==> src/rtl/packet_replay_scheduler_census_unit_defines.svh <==
// assertion macros for the packet replay scheduler census unit
`ifndef PACKET_REPLAY_SCHEDULER_CENSUS_UNIT_DEFINES_SVH
`define PACKET_REPLAY_SCHEDULER_CENSUS_UNIT_DEFINES_SVH

// condition must hold in the same cycle
`define PRSC_ASSERT_NOW(label, ante, cons, msg) \
	label: assert property (@(posedge clk) disable iff (!arst_n) (ante) |-> (cons)) \
		else $error(msg);

// condition must hold in the next cycle
`define PRSC_ASSERT_NEXT(label, ante, cons, msg) \
	label: assert property (@(posedge clk) disable iff (!arst_n) (ante) |=> (cons)) \
		else $error(msg);

`endif

==> src/rtl/prsc_pkg.sv <==
// shared types and constants for the packet replay scheduler census unit
package prsc_pkg;

	localparam int unsigned TABLE_DEPTH_DEF = 256;

	localparam int unsigned KEY_W   = 32;
	localparam int unsigned TIME_W  = 64;
	localparam int unsigned OFS_W   = 64;
	localparam int unsigned LEN_W   = 32;
	localparam int unsigned ID_W    = 16;
	localparam int unsigned DELAY_W = 55;
	localparam int unsigned PB_W    = 40;
	localparam int unsigned DIST_W  = 9;
	localparam int unsigned REM_W   = 10;

	localparam int unsigned CHUNK_W     = 16;
	localparam int unsigned CHUNK_IDX_W = 2;
	localparam int unsigned PART_W      = REM_W + CHUNK_W;
	localparam int unsigned RECIP_W     = 27;
	localparam int unsigned RECIP_SH    = 36;

	localparam logic [REM_W-1:0]       NS_PER_US      = 10'd1000;
	localparam logic [OFS_W-1:0]       OFS_ZERO_FILL  = 64'hffff_ffff_ffff_ffff;
	localparam logic [RECIP_W-1:0]     RECIP_1000     = 27'd68719477;
	localparam logic [CHUNK_IDX_W-1:0] DIV_LAST_CHUNK = 2'd3;

	typedef enum logic [1:0] {
		ST_IDLE,
		ST_CHECK,
		ST_RUN,
		ST_DONE
	} state_t;

	typedef struct packed {
		logic shift;
		logic wr_en;
	} cell_ctrl_t;

	typedef struct packed {
		logic              busy;
		logic [TIME_W-1:0] quot;
		logic [REM_W-1:0]  rem;
	} div_res_t;

endpackage

==> src/rtl/prsc_cell.sv <==
// one census ring cell: holds a station/channel pair, rotates to its neighbor
module prsc_cell import prsc_pkg::*; (
	input  logic             clk,
	input  cell_ctrl_t       ctrl,
	input  logic [KEY_W-1:0] nbr_key,
	input  logic [KEY_W-1:0] wr_key,
	output logic [KEY_W-1:0] key
);

	logic [KEY_W-1:0] key_q;

	always_ff @(posedge clk) begin
		if (ctrl.wr_en) begin
			key_q <= wr_key;
		end else if (ctrl.shift) begin
			key_q <= nbr_key;
		end
	end

	assign key = key_q;

endmodule

==> config.mk <==
export PLATFORM = sky130hd
export DESIGN_NAME = prsc_cell
export DESIGN_NICKNAME = d
export VERILOG_FILES = /design/src/rtl/packet_replay_scheduler_census_unit_defines.svh /design/src/rtl/prsc_pkg.sv /design/src/rtl/prsc_cell.sv
export SDC_FILE = /design/constraint.sdc
export NUM_CORES = 1
export LEC_CHECK = 0
export ABC_AREA = 1
export BUFFER_PORTS_ARGS = -buffer_cell sky130_fd_sc_hd__buf_2
export CORE_MARGIN = 10
export CORE_UTILIZATION = 35
export CTS_CLUSTER_SIZE = 28
export DETAILED_ROUTE_END_ITERATION = 16
export GPL_TIMING_DRIVEN = 0
export PLACE_DENSITY = 0.78
export SLEW_MARGIN = 25
export SYNTH_ARGS = -nofsm -noshare
export SYNTH_HDL_FRONTEND = slang
export SYNTH_SLANG_ARGS = --single-unit
==> constraint.sdc <==
create_clock -name clk -period 1.02 [get_ports clk]
set_input_delay 0.051 -clock clk [delete_from_list [all_inputs] [get_ports clk]]
set_output_delay 0.051 -clock clk [all_outputs]
set_load 0.01 [all_outputs]
==> out/metrics.csv, run 1 <==
stage,metric,value,unit
outcome,run_status,"complete, no violations",
power,swShare,23.65,%
global_routing,overflow,0,
placement,place_congestion,0.6774,
clock_tree,clk_path_buf_depth,2,
yosys,synth_fp_nets,204,
yosys,syn-cell-area,1401,µm²
layout,final_area,2027,µm²
placement,dp.cells,282,
hold_path,hold_path_end,key[31],
global_routing,grt_pass1_wl,6375,µm
yosys,synth_area_leaders,"edfxtp_1 (69%), nand2_1 (26%), buf_6 (3.2%)",
clock_tree,cts_made_buffers,5,
hold_path,min_path_cells,3,
yosys,synth-adder-area-share,0,%
global_routing,grt_antenna_before_repair,0,
floorplan,coreArea,3771,µm²
worst_setup_path,critPathMaxFanout,32,
drt,antenna_left,0,
placement,dp_hpwl,3162,µm
drt,wirelength,3951,µm
floorplan,die_h,83.28,µm
floorplan,fp-row-count,22,
clock_tree,cts.sinks,32,
yosys,synth_top_area_share,68.57,%
drt,vias_per_cell,4.307,
yosys,synth_compound_area_share,0,%
power,p_sw,0.0007238,W
drt,num_vias,1249,
layout,fillers,377,
layout,largest_reg_flops,32,
timing,tightest_slew,0.7475,ns
layout,area_growth,44.64,%
yosys,synth.distinct_cells,6,
global_routing,grt_pass1_vias,1356,
power,ir_drop,0.0006703,V
yosys,synth_common_cells,"nand2_1 (96), edfxtp_1 (32), buf_6 (4)",
yosys,synth_seq_cells,32,
global_routing,grt_max_degree,33,
placement,placed_cell_area,1947,µm²
layout,postLayoutCoreUtil,53.75,%
floorplan,start_util,37.16,%
worst_setup_path,startpoint,ctrl[0],
clock_tree,post_cts_buffers,0,
clock_tree,clk_pin_slew,0.06,ns
power,power_frac_comb,17.4,%
drt,dr.first_iter.drc_count,50,
hold_path,holdCritStartpoint,nbr_key[31],
power,power_density,1510,nW/µm²
hold_path,hold_path.class,primary input to flop,
yosys,post-synth-top-count-cell,nand2_1,
clock_tree,htree_levels,2,
timing,post-route-period-util,86.33,%
layout,fin_cells,290,
clock_tree,cts_resized,0,
worst_setup_path,cp_slowest_cell,or2_2,
timing,setup_tns,0,ns
yosys,synth_ff_type,edfxtp_1,
worst_setup_path,crit_required,0.92,ns
drt,first_pass_iters,4,
timing,final_hold_viol_count,0,
floorplan,io_pins,99,
flow_run,drv_cap,0,
worst_setup_path,crit_buf_inv,1,
yosys,yosysWarnings,0,
worst_setup_path,critPathKind,primary input to flop,
yosys,async_reset_ff_share,0,%
clock_tree,cts_tree,done,
layout,drive_gt1_share,45.87,%
yosys,yosysSeqAreaShare,68.57,%
drt,routedWlPerCell,13.62,µm
worst_setup_path,cp_data_arrival_time,0.78,ns
drt,drc_errors,0,
yosys,synth_cells,137,
placement,io_buffers,97,
power,p_clk_share,28.8,%
yosys,synth_xor_area_share,0,%
clock_tree,ctsHoldBuffers,0,
layout,antenna_cells,0,
worst_setup_path,crit_chain,buf_6 -> or2_2,
timing,fmax,1136,MHz
timing,min_period,0.8805,ns
floorplan,die_area,6935,µm²
power,intPower,0.002337,W
worst_setup_path,cp-start-kind,primary input,
timing,setup_viol,0,
clock_tree,cts_root_buffer,clkbuf_8,
worst_setup_path,crit_family,simple AND/OR/NAND/NOR gates,
timing,rsz0062_at_grt,no,
power,power,0.003061,W
floorplan,die_w,83.28,µm
layout,final_nets,308,
yosys,synth_area_leader_cell,edfxtp_1,
yosys,postSynthAreaPerCell,10.23,µm²
worst_setup_path,critPathMaxStageDelay,0.61,ns
timing,finalMaxSlewViolations,0,
yosys,muxShareOfSynthArea,0,%
global_routing,track_usage,11.28,%
yosys,synth_edf_count,32,
yosys,synth_top_family_by_area,simple AND/OR/NAND/NOR gates,
yosys,synth-simple-area-share,26.16,%
worst_setup_path,end_kind,flop,
power,p_leak,1.081,nW
timing,slew_headroom,50.17,%
power,p_seq_share,53.8,%
## layer usage
layer / track usage (%) / vias to the layer above / share of wire (%)
met5: 0 / - / 0
li1: - / 644 / -
met2: 18.92 / 57 / 51
met4: 5.077 / 0 / 1.2
met1: 12.11 / 544 / 38
met3: 4.590 / 4 / 10
## stage by stage
step,setup slack (ns),hold slack (ns)
final,0.1395,0.03874
after global routing,0.07277,0.03499
after CTS,0.1259,0.02940
after detailed placement,-0.1629,0.3175
after global placement,-0.1592,0.3125
after floorplan,0.008721,0.2296
## cells in the final DEF (no fill, tap or decap)
cell       n
clkbuf_1   2
buf_2     97
nand2_1   96
buf_6      4
clkbuf_8   5
clkinv_1   1
or2_2      1
inv_4      1
edfxtp_1  32
buf_4      3
## power by group through the flow
stage / Clock (W) / Combinational, W / Sequential [W]
final: 0.000882 / 0.000532 / 0.00165
after floorplan: 0 / 0.000156 / 0.00176
after global placement: 0 / 0.000538 / 0.00167
after global routing: 0.000972 / 0.000600 / 0.00166
after detailed placement: 0 / 0.000547 / 0.00168
after CTS: 0.000922 / 0.000549 / 0.00165
## worst max path at each step
stage | depth (start not counted) | slack (ns) | end
final | 2 | 0.14 | key[11]
after global routing | 2 | 0.07 | key[11]
after CTS | 2 | 0.13 | key[13]
after detailed placement | 2 | -0.16 | key[15]
after global placement | 2 | -0.16 | key[11]
after floorplan | 2 | 0.009 | key[0]
## layout make-up
cell class	instances	area (µm²)	area share [%]
Inverter	1	6.256	0.3086
Sequential cell	32	960.9	47.41
Clock inverter	1	3.754	0.1852
Timing Repair Buffer	97	485.5	23.95
Buffer	7	67.56	3.333
Tap cell	48	60.06	2.963
Multi-Input combinational cell	97	366.6	18.09
Clock buffer	7	76.32	3.765
## kinds of logic (layout without fill, tap and decap cells)
group                  Yosys count  after routing
flip-flops                      32             32
buffers and inverters            8            113
AND/OR/NAND/NOR                 97             97
No activity file was read; power rests on OpenSTA's default activity.
==> run 2, diff against run 1 <==
ABC_AREA = not set   (was 1)
PLACE_DENSITY = 0.76   (was 0.78)
==> run 2 against run 1 <==
Against the previous run: sequential power hardly changed; area after synthesis is 7.6% higher; worst setup slack better by 0.028 ns; sequential share of layout area is 2.5 points lower; clock power is 3.6% higher; sequential cell count stayed put; final cell count is 23% lower; worst hold slack better by 0.028 ns; largest cell class unchanged; first-iteration DRC count is 16% lower; global-route usage is 0.95 points lower; non-clock buffer count is 3 lower.
==> out/metrics.csv, run 2 <==
stage,metric,value,unit
floorplan,die_w,85.64,µm
drt,num_vias,1003,
outcome,run_status,"complete, no violations",
layout,multi_input_area,478.0,µm²
clock_tree,htree_levels,2,
worst_setup_path,cp_data_arrival_time,0.80,ns
yosys,yosysWarnings,0,
layout,final_common_cell,buf_2,
yosys,async_reset_ff_share,0,%
layout,antenna_cells,0,
yosys,synth_edf_count,32,
worst_setup_path,crit_buf_inv,1,
timing,fmax,1173,MHz
worst_setup_path,crit_required,0.97,ns
placement,place_congestion,0.7298,
global_routing,overflow,0,
yosys,post-synth-top-count-cell,edfxtp_1,
layout,final_nets,240,
global_routing,grt_pass1_vias,1132,
clock_tree,cts.sinks,32,
clock_tree,ctsHoldBuffers,0,
timing,layout_setup_ws,0.1674,ns
yosys,syn-cell-area,1508,µm²
clock_tree,cts_root_buffer,clkbuf_8,
layout,final_cell_mix,"buf_2 (97), edfxtp_1 (32), mux2_4 (29)",
yosys,synth_area_leaders,"edfxtp_1 (64%), mux2_4 (29%), buf_12 (4.0%)",
global_routing,grt_max_degree,33,
clock_tree,clk_path_buf_depth,2,
worst_setup_path,cp_slowest_cell,edfxtp_1,
clock_tree,cts_made_buffers,5,
yosys,synth_seq_cells,32,
worst_setup_path,crit_chain,buf_2,
drt,drc_errors,0,
yosys,synth_area_leader_cell,edfxtp_1,
yosys,synth_common_cells,"edfxtp_1 (32), mux2_4 (29), buf_12 (3), mux2_2 (3)",
layout,drive_gt1_share,79.89,%
layout,final_area,2138,µm²
flow_run,drv_cap,0,
placement,io_buffers,97,
layout,fillers,354,
timing,setup_viol,0,
drt,antenna_left,0,
worst_setup_path,cp-start-kind,flop,
power,ir_drop,0.0006252,V
yosys,yosysSeqAreaShare,63.73,%
power,p_leak,1.035,nW
layout,area_growth,41.83,%
yosys,synth_cells,69,
placement,pre_cts_ws,-0.1256,ns
floorplan,die_area,7333,µm²
timing,min_period,0.8526,ns
drt,wirelength,3910,µm
timing,tightest_slew,0.4456,ns
global_routing,track_usage,10.33,%
yosys,synth_fp_nets,136,
drt,vias_per_cell,4.478,
placement,placed_cell_area,2058,µm²
worst_setup_path,crit_family,flip-flops,
clock_tree,cts_resized,0,
timing,rsz0062_at_grt,no,
worst_setup_path,critPathMaxFanout,1,
layout,largest_reg_flops,32,
timing,final_hold_viol_count,0,
floorplan,fp-row-count,23,
yosys,synth_top_area_share,63.73,%
clock_tree,clk_pin_slew,0.07,ns
timing,setup_tns,0,ns
yosys,synth.distinct_cells,6,
clock_tree,cts_tree,done,
yosys,postSynthAreaPerCell,21.85,µm²
drt,dr.first_iter.drc_count,42,
floorplan,coreArea,4086,µm²
worst_setup_path,critPathMaxStageDelay,0.36,ns
hold_path,hold_path.class,primary input to flop,
floorplan,die_h,85.64,µm
global_routing,grt_antenna_before_repair,0,
timing,slew_headroom,70.29,%
drt,first_pass_iters,2,
worst_setup_path,end_kind,output port,
clock_tree,post_cts_buffers,0,
floorplan,start_util,36.90,%
layout,final-seq-area,960.9,µm²
timing,finalMaxSlewViolations,0,
yosys,synth_ff_type,edfxtp_1,
drt,routedWlPerCell,17.46,µm
global_routing,grt_pass1_wl,5782,µm
power,power_density,1481,nW/µm²
worst_setup_path,critPathKind,flop to output port,
timing,post-route-period-util,83.59,%
floorplan,io_pins,99,
[run 2: cell count changes after synthesis]
cell,delta
buf_12,+3
buf_4,-3
buf_6,-3
inv_4,-1
mux2_2,+3
mux2_4,+29
nand2_1,-96
or2_1,+1
or2_2,-1
[run 2: kinds of logic (layout without fill, tap and decap cells)]
kind of cell  count (synthesis)  count (layout)  share of synthesized area [%]
flops                        32              32                          63.73
mux                          32              32                          31.12
buf+inv                       4             109                          4.730
simple gates                  1               1                         0.4152
[run 2: report_power, final]
part / switching [W] / internal, W
registers: 0.0000313 / 0.00161
clock network: 0.000439 / 0.000474
logic: 0.000258 / 0.000349
[run 2: final timing paths]
kind,startpoint,to,slack [ns],depth (start not counted)
worst max-delay path,key[17],key[17],0.17,1
worst min-delay path,wr_key[15],key[15],0.07,2
[run 2: cell type report]
class | instances | area share (%)
timing repair buffer | 97 | 22.70
clock inverter | 1 | 0.1755
tap | 50 | 2.926
multi-input combinational | 33 | 22.35
clock buffer | 7 | 3.569
sequential | 32 | 44.94
buffer | 4 | 3.335
[run 2: per-stage QoR]
step	hold slack [ns]	util, %	total power [W]	instances
2_1_floorplan	0.2685	-	0.001996	69
3_3_place_gp	0.3518	50.37	0.002275	216
3_5_place_dp	0.3543	50.37	0.002298	216
4_1_cts	0.05712	52.33	0.003229	224
5_1_grt	0.05087	52.33	0.003322	224
6_report	0.06660	52.33	0.003167	224
[run 2: metal layers]
layer / routed length, µm / global-route usage (%) / vias to the layer above
met4: 78 / 5.539 / 0
li1: - / - / 475
met5: 0 / 0 / -
met1: 1356 / 9.188 / 464
met2: 2068 / 18.73 / 58
met3: 406 / 5.014 / 6
