File: src/rtl/packet_replay_scheduler_census_unit_defines.svh
// assertion macros for the packet replay scheduler census unit
`ifndef PACKET_REPLAY_SCHEDULER_CENSUS_UNIT_DEFINES_SVH
`define PACKET_REPLAY_SCHEDULER_CENSUS_UNIT_DEFINES_SVH

// condition must hold in the same cycle
`define PRSC_ASSERT_NOW(label, ante, cons, msg) \
	label: assert property (@(posedge clk) disable iff (!arst_n) (ante) |-> (cons)) \
		else $error(msg);

// condition must hold in the next cycle
`define PRSC_ASSERT_NEXT(label, ante, cons, msg) \
	label: assert property (@(posedge clk) disable iff (!arst_n) (ante) |=> (cons)) \
		else $error(msg);

`endif

File: src/rtl/prsc_pkg.sv
// shared types and constants for the packet replay scheduler census unit
package prsc_pkg;

	localparam int unsigned TABLE_DEPTH_DEF = 256;

	localparam int unsigned KEY_W   = 32;
	localparam int unsigned TIME_W  = 64;
	localparam int unsigned OFS_W   = 64;
	localparam int unsigned LEN_W   = 32;
	localparam int unsigned ID_W    = 16;
	localparam int unsigned DELAY_W = 55;
	localparam int unsigned PB_W    = 40;
	localparam int unsigned DIST_W  = 9;
	localparam int unsigned REM_W   = 10;

	localparam int unsigned CHUNK_W     = 16;
	localparam int unsigned CHUNK_IDX_W = 2;
	localparam int unsigned PART_W      = REM_W + CHUNK_W;
	localparam int unsigned RECIP_W     = 27;
	localparam int unsigned RECIP_SH    = 36;

	localparam logic [REM_W-1:0]       NS_PER_US      = 10'd1000;
	localparam logic [OFS_W-1:0]       OFS_ZERO_FILL  = 64'hffff_ffff_ffff_ffff;
	localparam logic [RECIP_W-1:0]     RECIP_1000     = 27'd68719477;
	localparam logic [CHUNK_IDX_W-1:0] DIV_LAST_CHUNK = 2'd3;

	typedef enum logic [1:0] {
		ST_IDLE,
		ST_CHECK,
		ST_RUN,
		ST_DONE
	} state_t;

	typedef struct packed {
		logic shift;
		logic wr_en;
	} cell_ctrl_t;

	typedef struct packed {
		logic              busy;
		logic [TIME_W-1:0] quot;
		logic [REM_W-1:0]  rem;
	} div_res_t;

endpackage

File: src/rtl/prsc_div.sv
// divide of a 64-bit time difference by 1000 ns, 16 dividend bits per reciprocal multiply
module prsc_div import prsc_pkg::*; (
	input  logic              clk,
	input  logic              arst_n,
	input  logic              start,
	input  logic [TIME_W-1:0] dividend,
	output div_res_t          res
);

	localparam int unsigned PROD_W = PART_W + RECIP_W;

	logic                   busy_q;
	logic                   fold_q;
	logic [CHUNK_IDX_W-1:0] chunk_q;
	logic [TIME_W-1:0]      num_q;
	logic [TIME_W-1:0]      quo_q;
	logic [REM_W-1:0]       rem_q;
	logic [PART_W-1:0]      part;
	logic [PROD_W-1:0]      prod;
	logic [PART_W-1:0]      part_s1;
	logic [PROD_W-1:0]      prod_s1;
	logic [CHUNK_W-1:0]     digit;
	logic [PART_W-1:0]      fold_rem;

	assign part     = {rem_q, num_q[TIME_W-1 -: CHUNK_W]};
	assign prod     = {{RECIP_W{1'b0}}, part} * {{PART_W{1'b0}}, RECIP_1000};
	assign digit    = prod_s1[RECIP_SH +: CHUNK_W];
	assign fold_rem = part_s1 - PART_W'(digit) * PART_W'(NS_PER_US);

	always_ff @(posedge clk or negedge arst_n) begin
		if (!arst_n) begin
			busy_q  <= 1'b0;
			fold_q  <= 1'b0;
			chunk_q <= '0;
		end else if (start) begin
			busy_q  <= 1'b1;
			fold_q  <= 1'b0;
			chunk_q <= '0;
		end else if (busy_q) begin
			fold_q <= !fold_q;
			if (fold_q) begin
				chunk_q <= chunk_q + CHUNK_IDX_W'(1);
				if (chunk_q == DIV_LAST_CHUNK) begin
					busy_q <= 1'b0;
				end
			end
		end
	end

	always_ff @(posedge clk) begin
		if (start) begin
			rem_q <= '0;
			num_q <= dividend;
		end else if (busy_q) begin
			if (fold_q) begin
				rem_q <= fold_rem[REM_W-1:0];
				num_q <= {num_q[TIME_W-CHUNK_W-1:0], {CHUNK_W{1'b0}}};
				quo_q <= {quo_q[TIME_W-CHUNK_W-1:0], digit};
			end else begin
				part_s1 <= part;
				prod_s1 <= prod;
			end
		end
	end

	assign res.busy = busy_q;
	assign res.quot = quo_q;
	assign res.rem  = rem_q;

endmodule

File: config.mk
export PLATFORM = sky130hd
export DESIGN_NAME = prsc_div
export DESIGN_NICKNAME = d
export VERILOG_FILES = /design/src/rtl/packet_replay_scheduler_census_unit_defines.svh /design/src/rtl/prsc_pkg.sv /design/src/rtl/prsc_div.sv
export SDC_FILE = /design/constraint.sdc
export NUM_CORES = 1
export LEC_CHECK = 0
export ABC_AREA = 1
export BUFFER_PORTS_ARGS = -buffer_cell sky130_fd_sc_hd__clkbuf_2
export CAP_MARGIN = 20
export CORE_MARGIN = 5
export CORE_UTILIZATION = 45
export CTS_CLUSTER_DIAMETER = 60
export DETAILED_ROUTE_END_ITERATION = 10
export SYNTH_ARGS = -nofsm -noshare
export SYNTH_HDL_FRONTEND = slang
export SYNTH_SLANG_ARGS = --single-unit
File: constraint.sdc
create_clock -name clk -period 8.4 [get_ports clk]
set_input_delay 1.68 -clock clk [delete_from_list [all_inputs] [get_ports clk]]
set_output_delay 1.68 -clock clk [all_outputs]
set_load 0.005 [all_outputs]
==> results of run 1 <==
[synthesized netlist by cell type, types with 3 or more instances]
| master | n | area share [%] |
|---|---|---|
| dfxtp_1 | 10 | 1.1 |
| inv_1 | 529 | 11 |
| nor3_1 | 8 | 0.22 |
| xor2_1 | 8 | 0.38 |
| o21bai_1 | 12 | 0.49 |
| nand4_1 | 24 | 0.82 |
| buf_1 | 5 | 0.10 |
| fa_1 | 216 | 24 |
| dfrtp_1 | 4 | 0.55 |
| inv_2 | 8 | 0.16 |
| o21ai_0 | 35 | 0.96 |
| nor2_2 | 15 | 0.51 |
| nor2_1 | 68 | 1.4 |
| ha_1 | 286 | 20 |
| nand2_1 | 431 | 8.9 |
| xnor2_1 | 7 | 0.34 |
| nand2_2 | 7 | 0.24 |
| nand3_1 | 43 | 1.2 |
| clkbuf_1 | 6 | 0.12 |
| nor2_4 | 3 | 0.19 |
| edfxtp_1 | 154 | 25 |
| nor3_2 | 11 | 0.60 |
| a21oi_1 | 58 | 1.6 |
| o22ai_1 | 5 | 0.17 |
[metrics by stage]
step | hold WS [ps] | instance area, sq um | cells | util (%)
floorplan | 400 | 18300 | 1968 | -
global placement | 404 | 19700 | 2633 | 49.3
detailed placement | 407 | 19700 | 2633 | 49.3
CTS | 420 | 20300 | 2665 | 50.9
global route | 427 | 20300 | 2665 | 50.9
finish | 418 | 20300 | 2665 | 50.9
[how the worst max path moves through the flow]
stage | from | to | slack, ps | cells after the start
3_5_place_dp | num_q[63] | prod_s1[37] | 2090 | 22
6_report | num_q[63] | prod_s1[37] | 2010 | 22
4_1_cts | num_q[63] | prod_s1[36] | 2040 | 24
2_1_floorplan | num_q[63] | prod_s1[36] | 3000 | 24
5_1_grt | num_q[60] | prod_s1[48] | 1740 | 21
3_3_place_gp | num_q[63] | prod_s1[36] | 2050 | 24
[flip-flops by register name, indices dropped and copies added (netlist names)]
signal	cells
num_q	64
quo_q	64
prod_s1	16
part_s1	10
rem_q	10
chunk_q	2
busy_q	1
fold_q	1
[per-layer routing]
metal,vias up,global-route usage [%],wire (microns)
met5,-,0,0
met4,0,6.35,1310
met3,69,5.47,3450
met2,372,37.6,23100
met1,6295,30.7,21400
li1,6382,-,-
[kinds of logic (layout without fill, tap and decap cells)]
| kind of cell | Yosys count | after routing | synth area share, % |
|---|---|---|---|
| XOR/XNOR | 15 | 15 | 0.720 |
| flip-flops | 168 | 168 | 27.0 |
| buffers and inverters | 553 | 725 | 11.4 |
| adder cells (fa/ha/maj) | 502 | 502 | 43.3 |
| AND/OR/NAND/NOR | 614 | 614 | 14.2 |
| AO/OA/AOI/OAI | 116 | 116 | 3.46 |
[worst register-to-register path: cells and delay by family (launching register included)]
family	cells	cell delay, ps
adders and majority gates	8	3720
DFF	1	820
AOI/OAI and AO/OA	3	700
buffers and inverters	6	510
and+or+nand+nor	5	400
[layout make-up]
| cell class | instances | area [sq um] |
|---|---|---|
| Clock buffer | 21 | 460 |
| Clock inverter | 11 | 183 |
| Fill cell | 3763 | 19600 |
| Inverter | 539 | 2020 |
| Multi-Input combinational cell | 1247 | 11300 |
| Sequential cell | 168 | 4920 |
| Tap cell | 525 | 657 |
| Timing Repair Buffer | 154 | 803 |
==> impl_results.md, run 1 <==
- Run status: finished clean
- EDFF count, synth: 154
- R2r startpoint: num_q[63]
- RSZ-0062 raised after global routing: no
- Crit path required time: 8590 ps
- Fraction of layout cells with a size suffix above 1: between 10% and 20%
- Vias per cell: 4.92
- Sequential share of the synthesized area: 27.0%
- Gate Count Post-Synth: 1968
- WS Path Type: reg -> reg
- DR iter-0 viols: 804
- Ys async rst share: 2.38%
- R2R setup slack: 2010 ps
- Final estimated routing congestion in global placement: just under 1
- CP max stage cell: edfxtp_1
- Initial Util: 45.7%
- Period utilization: about 76%
- Post-Route Setup TNS: 0 ps
- Post-DP HPWL: approximately 42000 microns
- Worst Hold End: quo_q[14]
- Count of state elements after synthesis: 168
- Post-CTS Resized: 0
- Worst path top cell family by delay: adder cells
- Syn nets: 2537
- CP Data Arrival Time: 6580 ps
- Largest net degree at the start of global routing: 70
- Clock Skew: 19.1 ps
- First-pass GRT wire length: 78500 microns
- CP cell instances: inv_1 -> ha_1 -> fa_1 -> inv_1 -> fa_1 -> inv_1 -> fa_1 -> inv_1 -> fa_1 -> fa_1 -> inv_1 -> fa_1 -> inv_1 -> ha_1 -> a21oi_1 -> o21ai_0 -> a21oi_1 -> nor2_1 -> nor2_1 -> nand3_1 -> nand2_1 -> nand2_1
- Mapped cell area: 0.0183 sq mm
- DIE AREA: 0.0447 sq mm
- Post-Place Setup Slack: 2090 ps
- Hold Path Class: reg -> reg
- Number of core rows: 73
- DRC Markers: 0
- Antenna cells: 0
- CP peak stage delay: 820 ps
- Commonest cells after routing, fill and taps aside: inv_1, nand2_1, ha_1, fa_1, edfxtp_1
- Buffers on Ports: 141
- Vias: between 10000 and 15000
- Max clock buf depth: 2
- Io pins: 142
- Fin. Hold Viols: 0
- Syn Area/Cell: slightly above 9 sq um
- Die Width: 211 microns
- Vias in the first global route: 14300
- FF-to-FF path depth: 22
- Post-synthesis cell type count: 35
- Final WL: approximately 49000 microns
- Worst hold start: prod_s1[50]
- Overflow left after global routing: 0
- CTS tree: built
- All-Layer GR Usage: ~23%
- Crit path max fanout: 9
- Worst r2r dst: prod_s1[37]
- Setup violators final: 0
- Commonest non-fill, non-tap cell in the layout: inv_1
- Post-CTS setup repair buffer count: 0
- Achievable Freq: ~160 MHz
- Startpoint Class: register
- Max Transition Viols Final: 0
- Total iterations of the first detailed-routing run: 4
- Die Ht: 211 microns
- Detail Route Antenna Nets: 0
- Clk_lat worst skew: ~450 ps
- Tmin final: 6390 ps
- Initial antenna violation count: 3
- # hold bufs at CTS: 0
- Crit. End Element: register
- Buf/Inv on CP: 6
- Yosys warns: 0
- Total core area: 0.0399 sq mm
- Clk slew on worst S/H paths: 80 ps
- Clock sinks: 168
- Worst slew margin: 35.8%
- Worst-margin pin slew: about 960 ps
- Synth-to-Final Area Change: 11.3%
- CTS root buffer: clkbuf_16
- Fin nets: 2696
- Final WS setup: 2010 ps
- Average wire per standard cell: 18.5 microns
- Number of CTS-inserted buffers: 17
- CTS H-Tree Depth: 4
- Hold Path Depth: 0
- Most used flip-flop cell after synthesis: edfxtp_1
- Max-cap viol count: 0
Power of run 1 is not shown: default switching activity piles up to over one toggle a cycle in this logic, so the estimate is an artifact.
==> run 2, diff against run 1 <==
--- a/config.mk
+++ b/config.mk
@@ -5,13 +5,14 @@
 export SDC_FILE = /design/constraint.sdc
 export NUM_CORES = 1
 export LEC_CHECK = 0
-export ABC_AREA = 1
+export ABC_AREA = 0
 export BUFFER_PORTS_ARGS = -buffer_cell sky130_fd_sc_hd__clkbuf_2
 export CAP_MARGIN = 20
 export CORE_MARGIN = 5
 export CORE_UTILIZATION = 45
 export CTS_CLUSTER_DIAMETER = 60
 export DETAILED_ROUTE_END_ITERATION = 10
+export PLACE_DENSITY = 0.65
 export SYNTH_ARGS = -nofsm -noshare
 export SYNTH_HDL_FRONTEND = slang
 export SYNTH_SLANG_ARGS = --single-unit
==> constraint.sdc (replaced) <==
create_clock -name clk -period 5.85 [get_ports clk]
set_input_delay 1.17 -clock clk [delete_from_list [all_inputs] [get_ports clk]]
set_output_delay 1.17 -clock clk [all_outputs]
set_load 0.005 [all_outputs]
==> run 2 against run 1 <==
Compared with the run above:
- worst setup slack got worse by 2500 ps
- sequential share of layout area is 1.0 points higher
- clock-buffer cell count fell by 3
- highest routed layer unchanged
- the run now ends with setup timing left
==> impl_results.md, run 2 <==
- Die Width: 200 microns
- Max Transition Viols Final: 0
- Number of CTS-inserted buffers: 17
- Mapped cell area: 0.0162 sq mm
- Synth top area share: 28.6%
- Post-synth top cells: inv_1, ha_1, fa_1
- Overflow left after global routing: 0
- Post-DP HPWL: 31400 microns
- Failing checks: setup timing
- DIE AREA: roughly 0.040 sq mm
- Yosys warns: 0
- Startpoint Class: register
- EDFF count, synth: 154
- Synth-to-Final Area Change: 20.7%
- CTS root buffer: clkbuf_16
- Main combinational cell family by area after synthesis: adder cells
- CP most frequent cell: fa_1
- Max-cap viol count: 0
- Leading area contributor after synthesis: edfxtp_1
- Syn Area/Cell: 12.2 sq um
- Non-Filler Instances: 2104
- DR iter-0 viols: 363
- CP cell instances: inv_2 -> fa_2 -> fa_2 -> fa_2 -> fa_1 -> fa_1 -> inv_1 -> fa_1 -> inv_1 -> fa_1 -> inv_2 -> ha_4 -> nand2_4 -> o21ai_4 -> o2111ai_2 -> a22oi_2 -> buf_6 -> o21ai_4 -> a21boi_4 -> buf_6 -> a31oi_4 -> or4_1 -> nand4_1
- Clk_lat worst skew: 430 ps
- Detail Route Antenna Nets: 0
- Area share of and/or/nand/nor cells after synthesis: around 2.8%
- CTS H-Tree Depth: 4
- Tmin final: ~6400 ps
- Final WL: about 37000 microns
- All-Layer GR Usage: 19.1%
- Buffers on Ports: 141
- Run status: finished with violations
- Fill count: 3112
- Most common cell in the netlist: inv_1
- Final estimated routing congestion in global placement: 0.908
- Hold Path Class: reg -> reg
- Post-Synth XOR/XNOR Area: 1.68%
- First-pass GRT wire length: 58700 microns
- Ys async rst share: approximately 2.4%
- Clock Skew: roughly 10 ps
- Area occupied by multi-input gates: 0.0101 sq mm
- Mux contribution to synthesized area: 3.34%
- Total iterations of the first detailed-routing run: 7
- Post-Synth Adder-Cell Area: roughly half
- Crit. End Element: register
- Initial Util: 45.5%
- Largest cells by area after synthesis: edfxtp_1, fa_1, ha_1
- Commonest cells after routing, fill and taps aside: inv_1, ha_1, fa_1, edfxtp_1
- Area of placed instances: ~0.019 sq mm
- Reg area: a little under 0.005 sq mm
- CP max stage cell: fa_2
- Die Ht: between 150 and 200 microns
- Fraction of layout cells with a size suffix above 1: 27.7%
- Achievable Freq: 157 MHz
- Average wire per standard cell: 17.4 microns
- Buf/Inv on CP: 6
- Io pins: around 140
- CTS tree: built
- Post-Place Cells: 2063
- Most used flip-flop cell after synthesis: edfxtp_1
- Synth Area in Compound Gates: under 10%
- RSZ-0062 raised after global routing: yes
- Gate Count Post-Synth: 1328
- Worst-margin pin slew: approximately 920 ps
- Syn nets: 1897
- Crit path max fanout: 6
- Post-synthesis cell type count: 52
- WS Path Type: reg -> reg
- Setup violators final: 15
- Worst slew margin: between 30% and 40%
- DRC Markers: 0
- Fin nets: 2199
- Commonest non-fill, non-tap cell in the layout: inv_1
- # hold bufs at CTS: 0
- Period utilization: 109%
- Biggest regs: num_q: 64 flops, quo_q: 64 flops, prod_s1: 16 flops
- Number of core rows: 69
- Total core area: 0.0356 sq mm
- Final WS setup: -513 ps
- Vias: around 10000
- Crit path required time: 6140 ps
- Count of state elements after synthesis: 168
- CP peak stage delay: 580 ps
- Post-Place Setup Slack: -696 ps
- Vias per cell: 4.85
- CP Data Arrival Time: ~6700 ps
- R2R setup slack: -510 ps
- Max clock buf depth: 2
- Finished Cell Area: around 0.02 sq mm
- Antenna cells: 0
- Fin. Hold Viols: 0
- Vias in the first global route: 11300
- Clk slew on worst S/H paths: 60 ps
- Largest net degree at the start of global routing: 72
- Worst path top cell family by delay: adder cells
- Initial antenna violation count: 0
- Sequential share of the synthesized area: 30.4%
- Clock sinks: between 150 and 200
==> run 2: layout make-up <==
cell class,count,share of cell area (%)
Multi-Input combinational cell,750,51.5
Sequential cell,168,25.3
Timing Repair Buffer,291,9.55
Inverter,402,7.72
Tap cell,461,2.95
Clock buffer,18,2.20
Clock inverter,14,0.749
==> run 2: final timing paths <==
check / from / endpoint / depth (start not counted)
max: num_q[61] / prod_s1[48] / 23
min: prod_s1[50] / quo_q[14] / 0
max reg2reg: num_q[61] / prod_s1[48] / 23
min reg2reg: prod_s1[50] / quo_q[14] / 0
max in group asynchronous: arst_n / chunk_q[0] / 1
min in group asynchronous: arst_n / fold_q / 1
==> run 2: layer usage <==
layer | global-route usage, % | up-vias | wire (microns)
li1 | - | 4839 | -
met1 | 25.3 | 5079 | 15900
met2 | 32.4 | 226 | 17800
met3 | 4.23 | 50 | 2010
met4 | 4.60 | 0 | 784
met5 | 0 | - | 0
==> run 2: metrics by stage <==
stage,hold WS (ps),utilization (%),TNS (ps)
3_3_place_gp,401,52.3,-6900
6_report,422,54.9,-5000
2_1_floorplan,400,-,-217
4_1_cts,418,54.4,-5080
5_1_grt,421,54.9,-8530
3_5_place_dp,406,52.3,-7870
==> run 2: repair_timing <==
action                     CTS  global route
pin swaps                   14            29
resized for setup           30            36
setup endpoints to repair   16            16
buffers inserted             5             6
==> run 2: kinds of logic after synthesis <==
group | Yosys count
muxes | 48
DFF | 168
AOI/OAI and AO/OA | 83
adders and majority gates | 502
xor gates and xnor gates | 31
and+or+nand+nor | 86
buffers and inverters | 410
Power of run 2 is left out for the same reason.
